<file path="config.mk">
export PLATFORM = sky130hd
export DESIGN_NAME = printable_char_histogram_session_unit
export DESIGN_NICKNAME = d
export VERILOG_FILES = /design/src/pchs_pkg.sv /design/src/pchs_ram.sv /design/src/pchs_frame.sv /design/src/printable_char_histogram_session_unit.sv
export SDC_FILE = /design/constraint.sdc
export NUM_CORES = 2
export LEC_CHECK = 0
export BUFFER_PORTS_ARGS = -buffer_cell sky130_fd_sc_hd__buf_2
export CORE_MARGIN = 5
export CORE_UTILIZATION = 34
export DETAILED_ROUTE_END_ITERATION = 10
export RECOVER_POWER = 50
export SYNTH_ARGS = -nofsm -noshare
export SYNTH_HDL_FRONTEND = slang
export SYNTH_SLANG_ARGS = --single-unit
export TNS_END_PERCENT = 10
</file>
<file path="constraint.sdc">
create_clock -name clk -period 20.8 [get_ports clk]
set_input_delay 4.16 -clock clk [delete_from_list [all_inputs] [get_ports clk]]
set_output_delay 4.16 -clock clk [all_outputs]
set_load 0.01 [all_outputs]
</file>
<file path="src/pchs_pkg.sv">
// pchs_pkg: shared types and constants for the printable character histogram unit
// no dependencies; imported by the parser, the top level and the checker

package pchs_pkg;

    localparam int unsigned HIST_DEPTH = 95;
    localparam int unsigned HIST_AW    = 7;
    localparam int unsigned CNT_W      = 32;
    localparam int unsigned REM_W      = 31;

    localparam logic [7:0] CHAR_LOW    = 8'h20;
    localparam logic [7:0] CHAR_HIGH   = 8'h7E;
    localparam logic [7:0] HEADER_TERM = 8'h0A;
    localparam logic [2:0] HDR_LAST    = 3'd4;

    localparam logic KIND_SESSION = 1'b0;
    localparam logic KIND_COUNT   = 1'b1;

    typedef enum logic [1:0] {
        CMD_BYTE  = 2'd0,
        CMD_ABORT = 2'd1,
        CMD_QUERY = 2'd2
    } cmd_t;

    // work handed from the parser to the histogram stage
    typedef struct packed {
        logic                 inc;      // bump the counter at addr
        logic                 emit;     // item yields a result
        logic                 query;    // result is a counter read
        logic                 query_ok; // query index in range
        logic                 kind;
        logic [HIST_AW-1:0]   addr;
        logic [CNT_W-1:0]     value;    // session reply value
    } pchs_op_t;

endpackage

</file>
<file path="src/pchs_ram.sv">
// pchs_ram: generic single write port, single read port ram with registered read
// no dependencies

module pchs_ram #(
    parameter int unsigned WIDTH = 32,
    parameter int unsigned DEPTH = 95
) (
    input  logic                     clk,
    input  logic                     we,
    input  logic [$clog2(DEPTH)-1:0] waddr,
    input  logic [WIDTH-1:0]         wdata,
    input  logic                     re,
    input  logic [$clog2(DEPTH)-1:0] raddr,
    output logic [WIDTH-1:0]         rdata
);

    logic [WIDTH-1:0] mem [DEPTH];
    logic [WIDTH-1:0] rdata_reg;

    always_ff @(posedge clk)
    begin
        if (we)
        begin
            mem[waddr] <= wdata;
        end
        if (re)
        begin
            rdata_reg <= mem[raddr];
        end
    end

    assign rdata = rdata_reg;

endmodule

</file>
<file path="src/pchs_frame.sv">
// pchs_frame: session framing (header, length, body countdown, session count)
// depends on pchs_pkg; produces one pchs_op_t per accepted item

module pchs_frame (
    input  logic                      clk,
    input  logic                      rst_n,
    input  logic                      accept,
    input  logic [1:0]                command,
    input  logic [7:0]                data_byte,
    input  logic [6:0]                char_index,
    output pchs_pkg::pchs_op_t        op
);

    import pchs_pkg::*;

    logic             in_body_reg, in_body_next;
    logic [2:0]       hdr_pos_reg, hdr_pos_next;
    logic [31:0]      len_reg, len_next;
    logic [REM_W-1:0] rem_reg, rem_next;
    logic [CNT_W-1:0] sess_cnt_reg, sess_cnt_next;

    logic [REM_W-1:0] rem_dec;
    logic [CNT_W-1:0] cnt_inc;
    logic             printable;
    logic [7:0]       char_off;

    assign rem_dec   = rem_reg - REM_W'(1);
    assign printable = (data_byte >= CHAR_LOW) && (data_byte <= CHAR_HIGH);
    assign char_off  = data_byte - CHAR_LOW;
    assign cnt_inc   = sess_cnt_reg + (printable ? CNT_W'(1) : CNT_W'(0));

    always_comb
    begin
        in_body_next  = in_body_reg;
        hdr_pos_next  = hdr_pos_reg;
        len_next      = len_reg;
        rem_next      = rem_reg;
        sess_cnt_next = sess_cnt_reg;
        op            = '0;

        case (command)
            CMD_QUERY:
            begin
                op.emit     = 1'b1;
                op.query    = 1'b1;
                op.kind     = KIND_COUNT;
                op.query_ok = (char_index < HIST_AW'(HIST_DEPTH));
                op.addr     = op.query_ok ? char_index : '0;
            end
            CMD_ABORT:
            begin
                op.emit      = 1'b1;
                op.kind      = KIND_SESSION;
                op.value     = in_body_reg ? '1 : '0;
                in_body_next = 1'b0;
                hdr_pos_next = '0;
                len_next     = '0;
                rem_next     = '0;
            end
            CMD_BYTE:
            begin
                if (!in_body_reg)
                begin
                    if (hdr_pos_reg != HDR_LAST)
                    begin
                        len_next     = {len_reg[23:0], data_byte};
                        hdr_pos_next = hdr_pos_reg + 3'd1;
                    end
                    else if (data_byte != HEADER_TERM)
                    begin
                        // bad terminator: reply zero
                        op.emit      = 1'b1;
                        op.kind      = KIND_SESSION;
                        hdr_pos_next = '0;
                        len_next     = '0;
                        rem_next     = '0;
                    end
                    else if ((len_reg == '0) || len_reg[31])
                    begin
                        hdr_pos_next = '0;
                        len_next     = '0;
                        rem_next     = '0;
                    end
                    else
                    begin
                        rem_next      = len_reg[REM_W-1:0];
                        sess_cnt_next = '0;
                        hdr_pos_next  = '0;
                        len_next      = '0;
                        in_body_next  = 1'b1;
                    end
                end
                else
                begin
                    op.inc        = printable;
                    op.addr       = char_off[HIST_AW-1:0];
                    sess_cnt_next = cnt_inc;
                    rem_next      = rem_dec;
                    if (rem_dec == '0)
                    begin
                        in_body_next = 1'b0;
                        hdr_pos_next = '0;
                        len_next     = '0;
                        op.emit      = (cnt_inc != '0);
                        op.kind      = KIND_SESSION;
                        op.value     = cnt_inc;
                    end
                end
            end
            default:
            begin
            end
        endcase
    end

    always_ff @(posedge clk or negedge rst_n)
    begin
        if (!rst_n)
        begin
            in_body_reg  <= 1'b0;
            hdr_pos_reg  <= '0;
            len_reg      <= '0;
            rem_reg      <= '0;
            sess_cnt_reg <= '0;
        end
        else if (accept)
        begin
            in_body_reg  <= in_body_next;
            hdr_pos_reg  <= hdr_pos_next;
            len_reg      <= len_next;
            rem_reg      <= rem_next;
            sess_cnt_reg <= sess_cnt_next;
        end
    end

endmodule

</file>
<file path="src/printable_char_histogram_session_unit.sv">
// printable_char_histogram_session_unit: top level of the character histogram
// depends on pchs_pkg, pchs_frame and pchs_ram

// The unit takes one item per cycle unless result back-pressure holds it. For
// each accepted item, the first stage runs the session framing and issues
// the histogram read, the second gets the counter from the 95 x 32 ram,
// writes back the incremented count and fills the output register. A run of
// items that hit the same counter keeps the full rate, since the most recent
// write is forwarded past the ram. Back-pressure on the result side stalls
// the pipeline only while the output register is full and not being taken;
// then the item in the second stage waits, whether or not it has a result.
// A new item is taken in the same cycle that a waiting result leaves.
// Counters read as zero after reset through per-entry valid bits, so
// there is no clearing pass and the unit is ready straight out of reset.

module printable_char_histogram_session_unit (
    input  logic        clk,
    input  logic        rst_n,
    input  logic        s_tvalid,
    output logic        s_tready,
    input  logic [15:0] s_tdata,   // data_byte [7:0], char_index [14:8], zero [15]
    input  logic [1:0]  s_tuser,   // command [1:0]
    output logic        m_tvalid,
    input  logic        m_tready,
    output logic [31:0] m_tdata,   // value [31:0]
    output logic        m_tuser    // result_kind [0]
);

    import pchs_pkg::*;

    logic     s_accept;
    pchs_op_t op0;

    // stage 1: item waiting for its counter read
    pchs_op_t         s1_op_reg;
    logic             s1_valid_reg, s1_valid_next;
    logic             s1_fire;

    // output register
    logic             out_valid_reg, out_valid_next;
    logic [CNT_W-1:0] out_value_reg;
    logic             out_kind_reg;

    // histogram entries written since reset
    logic [HIST_DEPTH-1:0] hist_vld_reg;

    // last counter write, forwarded past the ram
    logic               fwd_valid_reg;
    logic [HIST_AW-1:0] fwd_addr_reg;
    logic [CNT_W-1:0]   fwd_data_reg;

    logic [CNT_W-1:0] ram_rdata;
    logic [CNT_W-1:0] cur_count;
    logic [CNT_W-1:0] new_count;
    logic             hist_we;
    logic [CNT_W-1:0] result_value;

    assign s1_fire  = s1_valid_reg && (!out_valid_reg || m_tready);
    assign s_tready = !s1_valid_reg || s1_fire;
    assign s_accept = s_tvalid && s_tready;

    pchs_frame u_frame (
        .clk        (clk),
        .rst_n      (rst_n),
        .accept     (s_accept),
        .command    (s_tuser),
        .data_byte  (s_tdata[7:0]),
        .char_index (s_tdata[14:8]),
        .op         (op0)
    );

    pchs_ram #(
        .WIDTH (CNT_W),
        .DEPTH (HIST_DEPTH)
    ) u_hist_ram (
        .clk   (clk),
        .we    (hist_we),
        .waddr (s1_op_reg.addr),
        .wdata (new_count),
        .re    (s_accept),
        .raddr (op0.addr),
        .rdata (ram_rdata)
    );

    // current counter value: last write wins, unwritten entries read zero
    always_comb
    begin
        if (fwd_valid_reg && (fwd_addr_reg == s1_op_reg.addr))
        begin
            cur_count = fwd_data_reg;
        end
        else if (hist_vld_reg[s1_op_reg.addr])
        begin
            cur_count = ram_rdata;
        end
        else
        begin
            cur_count = '0;
        end
    end

    assign new_count = cur_count + CNT_W'(1);
    assign hist_we   = s1_fire && s1_op_reg.inc;

    always_comb
    begin
        if (s1_op_reg.query)
        begin
            result_value = s1_op_reg.query_ok ? cur_count : '0;
        end
        else
        begin
            result_value = s1_op_reg.value;
        end
    end

    always_comb
    begin
        s1_valid_next = s1_valid_reg;
        if (s_accept)
        begin
            s1_valid_next = 1'b1;
        end
        else if (s1_fire)
        begin
            s1_valid_next = 1'b0;
        end

        out_valid_next = out_valid_reg;
        if (s1_fire && s1_op_reg.emit)
        begin
            out_valid_next = 1'b1;
        end
        else if (m_tready)
        begin
            out_valid_next = 1'b0;
        end
    end

    always_ff @(posedge clk or negedge rst_n)
    begin
        if (!rst_n)
        begin
            s1_valid_reg  <= 1'b0;
            out_valid_reg <= 1'b0;
            hist_vld_reg  <= '0;
            fwd_valid_reg <= 1'b0;
        end
        else
        begin
            s1_valid_reg  <= s1_valid_next;
            out_valid_reg <= out_valid_next;
            if (hist_we)
            begin
                hist_vld_reg[s1_op_reg.addr] <= 1'b1;
                fwd_valid_reg                <= 1'b1;
            end
        end
    end

    // payload registers
    always_ff @(posedge clk)
    begin
        if (s_accept)
        begin
            s1_op_reg <= op0;
        end
        if (s1_fire && s1_op_reg.emit)
        begin
            out_value_reg <= result_value;
            out_kind_reg  <= s1_op_reg.kind;
        end
        if (hist_we)
        begin
            fwd_addr_reg <= s1_op_reg.addr;
            fwd_data_reg <= new_count;
        end
    end

    assign m_tvalid = out_valid_reg;
    assign m_tdata  = out_value_reg;
    assign m_tuser  = out_kind_reg;

endmodule

</file>
==> results.md <==
| Stage | Result | Value |
| --- | --- | --- |
| synth | Count of mapped cells out of synthesis | 10.8k |
| drt | Detailed-route DRC error count | 0 |
| synth | Post-synthesis instance area | 0.137 mm^2 |
| drt | Post-DRT Antenna Nets | 0 |
| placed design | Post-Place Cell Area | 0.145 mm^2 |
| worst setup path | Worst R2R End | u_hist_ram.mem[28][21]$_DFFE_PP_ |
| drt | DR vias/cell | 5.51 |
| synth | Synthesized area per cell | 12.7 um^2 |
| worst setup path | Delay-heaviest family, CP | buffers and inverters |
| grt | Number of global-route vias before repair | 83.3k |
| grt | Pin count of the biggest net entering global routing | 168 |
| placed design | Number of port buffers | 55 |
| clocking | Number of instances resized during post-cts repair | 0 |
| synth | Synthesis-stage register bit count | 3,384 |
| worst setup path | Worst Setup Start Kind | primary input |
| synth | Number of synthesized flops with an enable pin | 3,187 |
| clocking | Post-CTS Setup Bufs | 0 |
| timing | Worst rel slew slack | -3.72 |
| final layout | Signed area change from the synthesized netlist to the final layout | 12.8% |
| final layout | # nets final | 10.7k |
| drt | DRC violation total after the first TritonRoute iteration | 11.3k |
| timing | Setup repair after global routing missed its margin | false |
| drt | Wirelength per Cell | 24.7 um |
| worst setup path | Cell depth of the worst flop-to-flop path | 11 |
| die | Horizontal extent of the die | 645 um |
| grt | Number of antenna violations at the first check in global routing | 24 |
| drt | DR pass1 iterations | 5 |
| status | Failing checks | capacitance limit, slew limit |
| clocking | Maximum level of the CTS H-tree | 5 |
| timing | Highest Clock Rate | 70.2 MHz |
| timing | Final Critical Period | 14.24 ns |
| worst setup path | Startpoint of the worst register-to-register path | s1_op_reg[32]$_DFFE_PP_ |
| grt | M1 GR Usage | 0.265 |
| worst setup path | Endpoint class of the critical path | register |
| grt | Wire length of the first global-routing pass | 578,000 um |
| placed design | GP Congestion | 0.858 |
| worst setup path | Worst Path Max Fanout | 86 |
| worst setup path | Data required, critical path | 21.60 ns |
| timing | Tcrit/Tclk final | 0.685 |
| clocking | Clock buffers created by TritonCTS | 347 |
| min path | Class of the worst hold path | reg -> reg |
| worst setup path | Crit path kind | in -> reg |
| min path | Hold EP | hist_vld_reg[44]$_DFFE_PN0P_ |
| clocking | CTS tree | yes |
| pwr | Total power density per cell area | 93.1 mW/mm^2 |
| die | Starting Density | 0.341 |
| synth | Synth cell types | 90 |
| timing | Aggregate negative setup slack | 0 ns |
| timing | Slew at the pin with the worst max-slew slack | 7.08 ns |
| synth | Synth warnings | 0 |
| final layout | Fraction of layout cells with a size suffix above 1 | 0.0884 |
| timing | Final hold viol count | 0 |
| grt | Aggregate global routing overflow | 0 |
| worst setup path | Crit path top cell by count | clkbuf_1 |
| die | Chip height | 645 um |
| run | Max-cap violations | 100 |
| final layout | Number of filler instances in the final layout | 37.8k |
| worst setup path | Largest stage delay, worst path | 4.96 ns |
| grt | Most used routing layer in global routing | met2 |
| final layout | Number of flip-flops under the largest register name | 3,040 |
| min path | Hold Path Stages | 1 |
| worst setup path | Critical path, cell by cell | clkbuf_1, inv_1, ha_1, and2_1, nand2_1, and2_4, inv_8, clkbuf_1, nor2_1, and3_1, a311oi_1, o311ai_0, nand4_1 |
| drt | Post-Route WL | 401,000 um |
| worst setup path | Slowest stage cell on the critical path | clkbuf_1 |
| clocking | CTS Hold Bufs | 0 |
| synth | Prevailing post-synth register cell | edfxtp_1 |
| die | Die Area | 0.416 mm^2 |
| synth | Post-Synthesis Net Count | 10.8k |
| grt | Met2 layer usage reported by global route | 0.281 |
| timing | Number of pins exceeding their max-slew limit in the final report | 4,109 |
| drt | Detailed-route via count | 89.7k |
| final layout | Multi-input logic area | 0.0342 mm^2 |
| clocking | Source-to-sink clock delay at the later pin of the worst-skew pair | 0.94 ns |
| timing | Post-Route Skew | 0.0567 ns |
| grt | GR Layer Usage met3 | 0.0336 |
| die | Number of ports placed on the die boundary | 57 |
| clocking | Clk sink count | 3,384 |
| placed design | Estimated wirelength of the detail-placed design | 206,000 um |
| worst setup path | Worst-case register-to-register setup slack | 8.70 ns |
| timing | Number of failing setup endpoints in the final timing report | 0 |
| die | Cell row count | 233 |
| clocking | Root buffer cell | clkbuf_16 |
| clocking | Clock Path Buffers | 4 |
| die | Floorplan Core Area | 0.402 mm^2 |
| pwr | IR drop worst, VDD | 0.0752 mV |
| final layout | Sequential cell area | 0.101 mm^2 |
| status | Result of the run | finished, violations left |
| clocking | Clock slew at the register clock pins of the worst setup and hold paths | 0.06 ns |
| synth | Share of synthesized flip-flops with an asynchronous set or reset | 0.0582 |
| pwr | Static Leak | 53.1 nW |
| min path | Source of the worst hold timing path | hist_vld_reg[44]$_DFFE_PN0P_ |
| final layout | Cell area after layout | 0.155 mm^2 |
| worst setup path | Number of buffer and inverter instances along the worst setup path | 4 |
| worst setup path | Data arrival time of the critical path | 15.04 ns |
| grt | Total track usage | 0.185 |
| synth | Proportion of synthesized chip area in sequential cells | 0.734 |
[power breakdown]
part	switching [mW]	internal (mW)
clock network	2.62	3.29
logic	0.682	0.189
registers	0.0299	7.60
[logic make-up (layout without fill, tap and decap cells)]
kind of cell	count (synthesis)	in the layout	synth area share
and+or+nand+nor	5317	5317	0.170
adders and majority gates	12	12	0.00109
DFF	3384	3384	0.734
other	0	9	0
muxes	71	71	0.00838
buffers and inverters	814	1027	0.0230
AOI/OAI and AO/OA	1085	1085	0.0589
xor gates and xnor gates	80	80	0.00511
[placed cells by master, fill, tap and decap left out, types with 18 or more instances in the layout]
master,n
xnor2_1,34
o21ai_0,224
nor2_1,127
or2_2,106
buf_4,172
o22ai_1,38
nand2_1,3094
nand4_1,33
o31ai_1,19
buf_2,18
inv_1,55
buf_12,19
clkinv_2,44
nor2_4,84
a21oi_1,55
a22oi_1,40
nor4_1,27
clkbuf_1,222
edfxtp_1,3187
a31oi_1,62
a311oi_1,523
mux4_2,33
a211oi_1,39
clkbuf_16,352
clkinv_1,76
mux2_2,20
and3_1,219
nor3_1,65
nand3_1,1456
dfrtp_1,197
xor2_1,25
[Yosys cell counts (all sizes together), types with 6 or more instances]
cell type / number / area share
nand2: 3094 / 0.085
and2: 16 / 0.00073
ha: 12 / 0.0011
nor2b: 13 / 0.00059
nand4: 34 / 0.0016
dfrtp: 197 / 0.036
nor4: 31 / 0.0017
a21oi: 57 / 0.0021
a22o: 7 / 0.00045
mux2: 21 / 0.0017
nand3: 1457 / 0.053
nor3: 69 / 0.0026
o31ai: 19 / 0.0010
a211oi: 39 / 0.0022
a22oi: 42 / 0.0023
nor2: 213 / 0.0059
inv: 61 / 0.0017
mux2i: 17 / 0.0012
a31oi: 62 / 0.0028
o22ai: 38 / 0.0017
or3: 11 / 0.00054
or2: 108 / 0.0049
buf: 132 / 0.0043
and3: 219 / 0.010
xor2: 29 / 0.0019
a311oi: 523 / 0.033
xnor2: 51 / 0.0033
mux4: 33 / 0.0054
nand2b: 16 / 0.00073
clkbuf: 621 / 0.017
o21ai: 231 / 0.0085
o2111ai: 6 / 0.00043
nor4b: 6 / 0.00060
edfxtp: 3187 / 0.70
o211ai: 6 / 0.00033
[cell type report]
type / instances / area share
flip-flops and latches: 3384 / 0.651
multi-input cells: 6565 / 0.221
clock buffers: 454 / 0.0601
well taps: 5287 / 0.0428
repair buffers: 340 / 0.0146
clock inverters: 172 / 0.00862
inverters: 61 / 0.00167
diodes: 9 / 0.000146
[per-stage QoR]
step	std cells	hold slack, ns	utilization	worst slack, ns	total power [mW]
3_3_place_gp	15600	0.446	0.360	9.34	8.61
5_1_grt	16300	0.472	0.384	6.76	14.8
2_1_floorplan	10800	0.421	-	10.64	8.24
3_5_place_dp	15600	0.446	0.360	9.35	8.63
4_1_cts	16300	0.463	0.386	10.32	14.5
6_report	16300	0.462	0.384	6.56	14.4
[worst max-delay path by stage]
stage	startpoint	to	slack (ns)	cells after the start
6_report	s_tuser[0]	u_hist_ram.rdata[29]$_DFFE_PP_	6.56	13
5_1_grt	s_tuser[0]	u_hist_ram.rdata[29]$_DFFE_PP_	6.76	13
4_1_cts	s_tuser[0]	u_hist_ram.rdata[28]$_DFFE_PP_	10.32	18
3_5_place_dp	s_tuser[0]	u_hist_ram.rdata[28]$_DFFE_PP_	9.35	18
3_3_place_gp	s_tuser[0]	u_hist_ram.rdata[28]$_DFFE_PP_	9.34	18
2_1_floorplan	s1_op_reg[32]$_DFFE_PP_	fwd_data_reg[18]$_DFFE_PP_	10.64	17
[metal layers]
layer  vias up  share of wire  wire length (um)
li1      39600              -                 -
met1     45300           0.42            170000
met2      4017           0.45            179000
met3       724          0.094             37600
met4         0          0.038             15100
met5         -              0                 0
(Power assumes the default switching activity.)
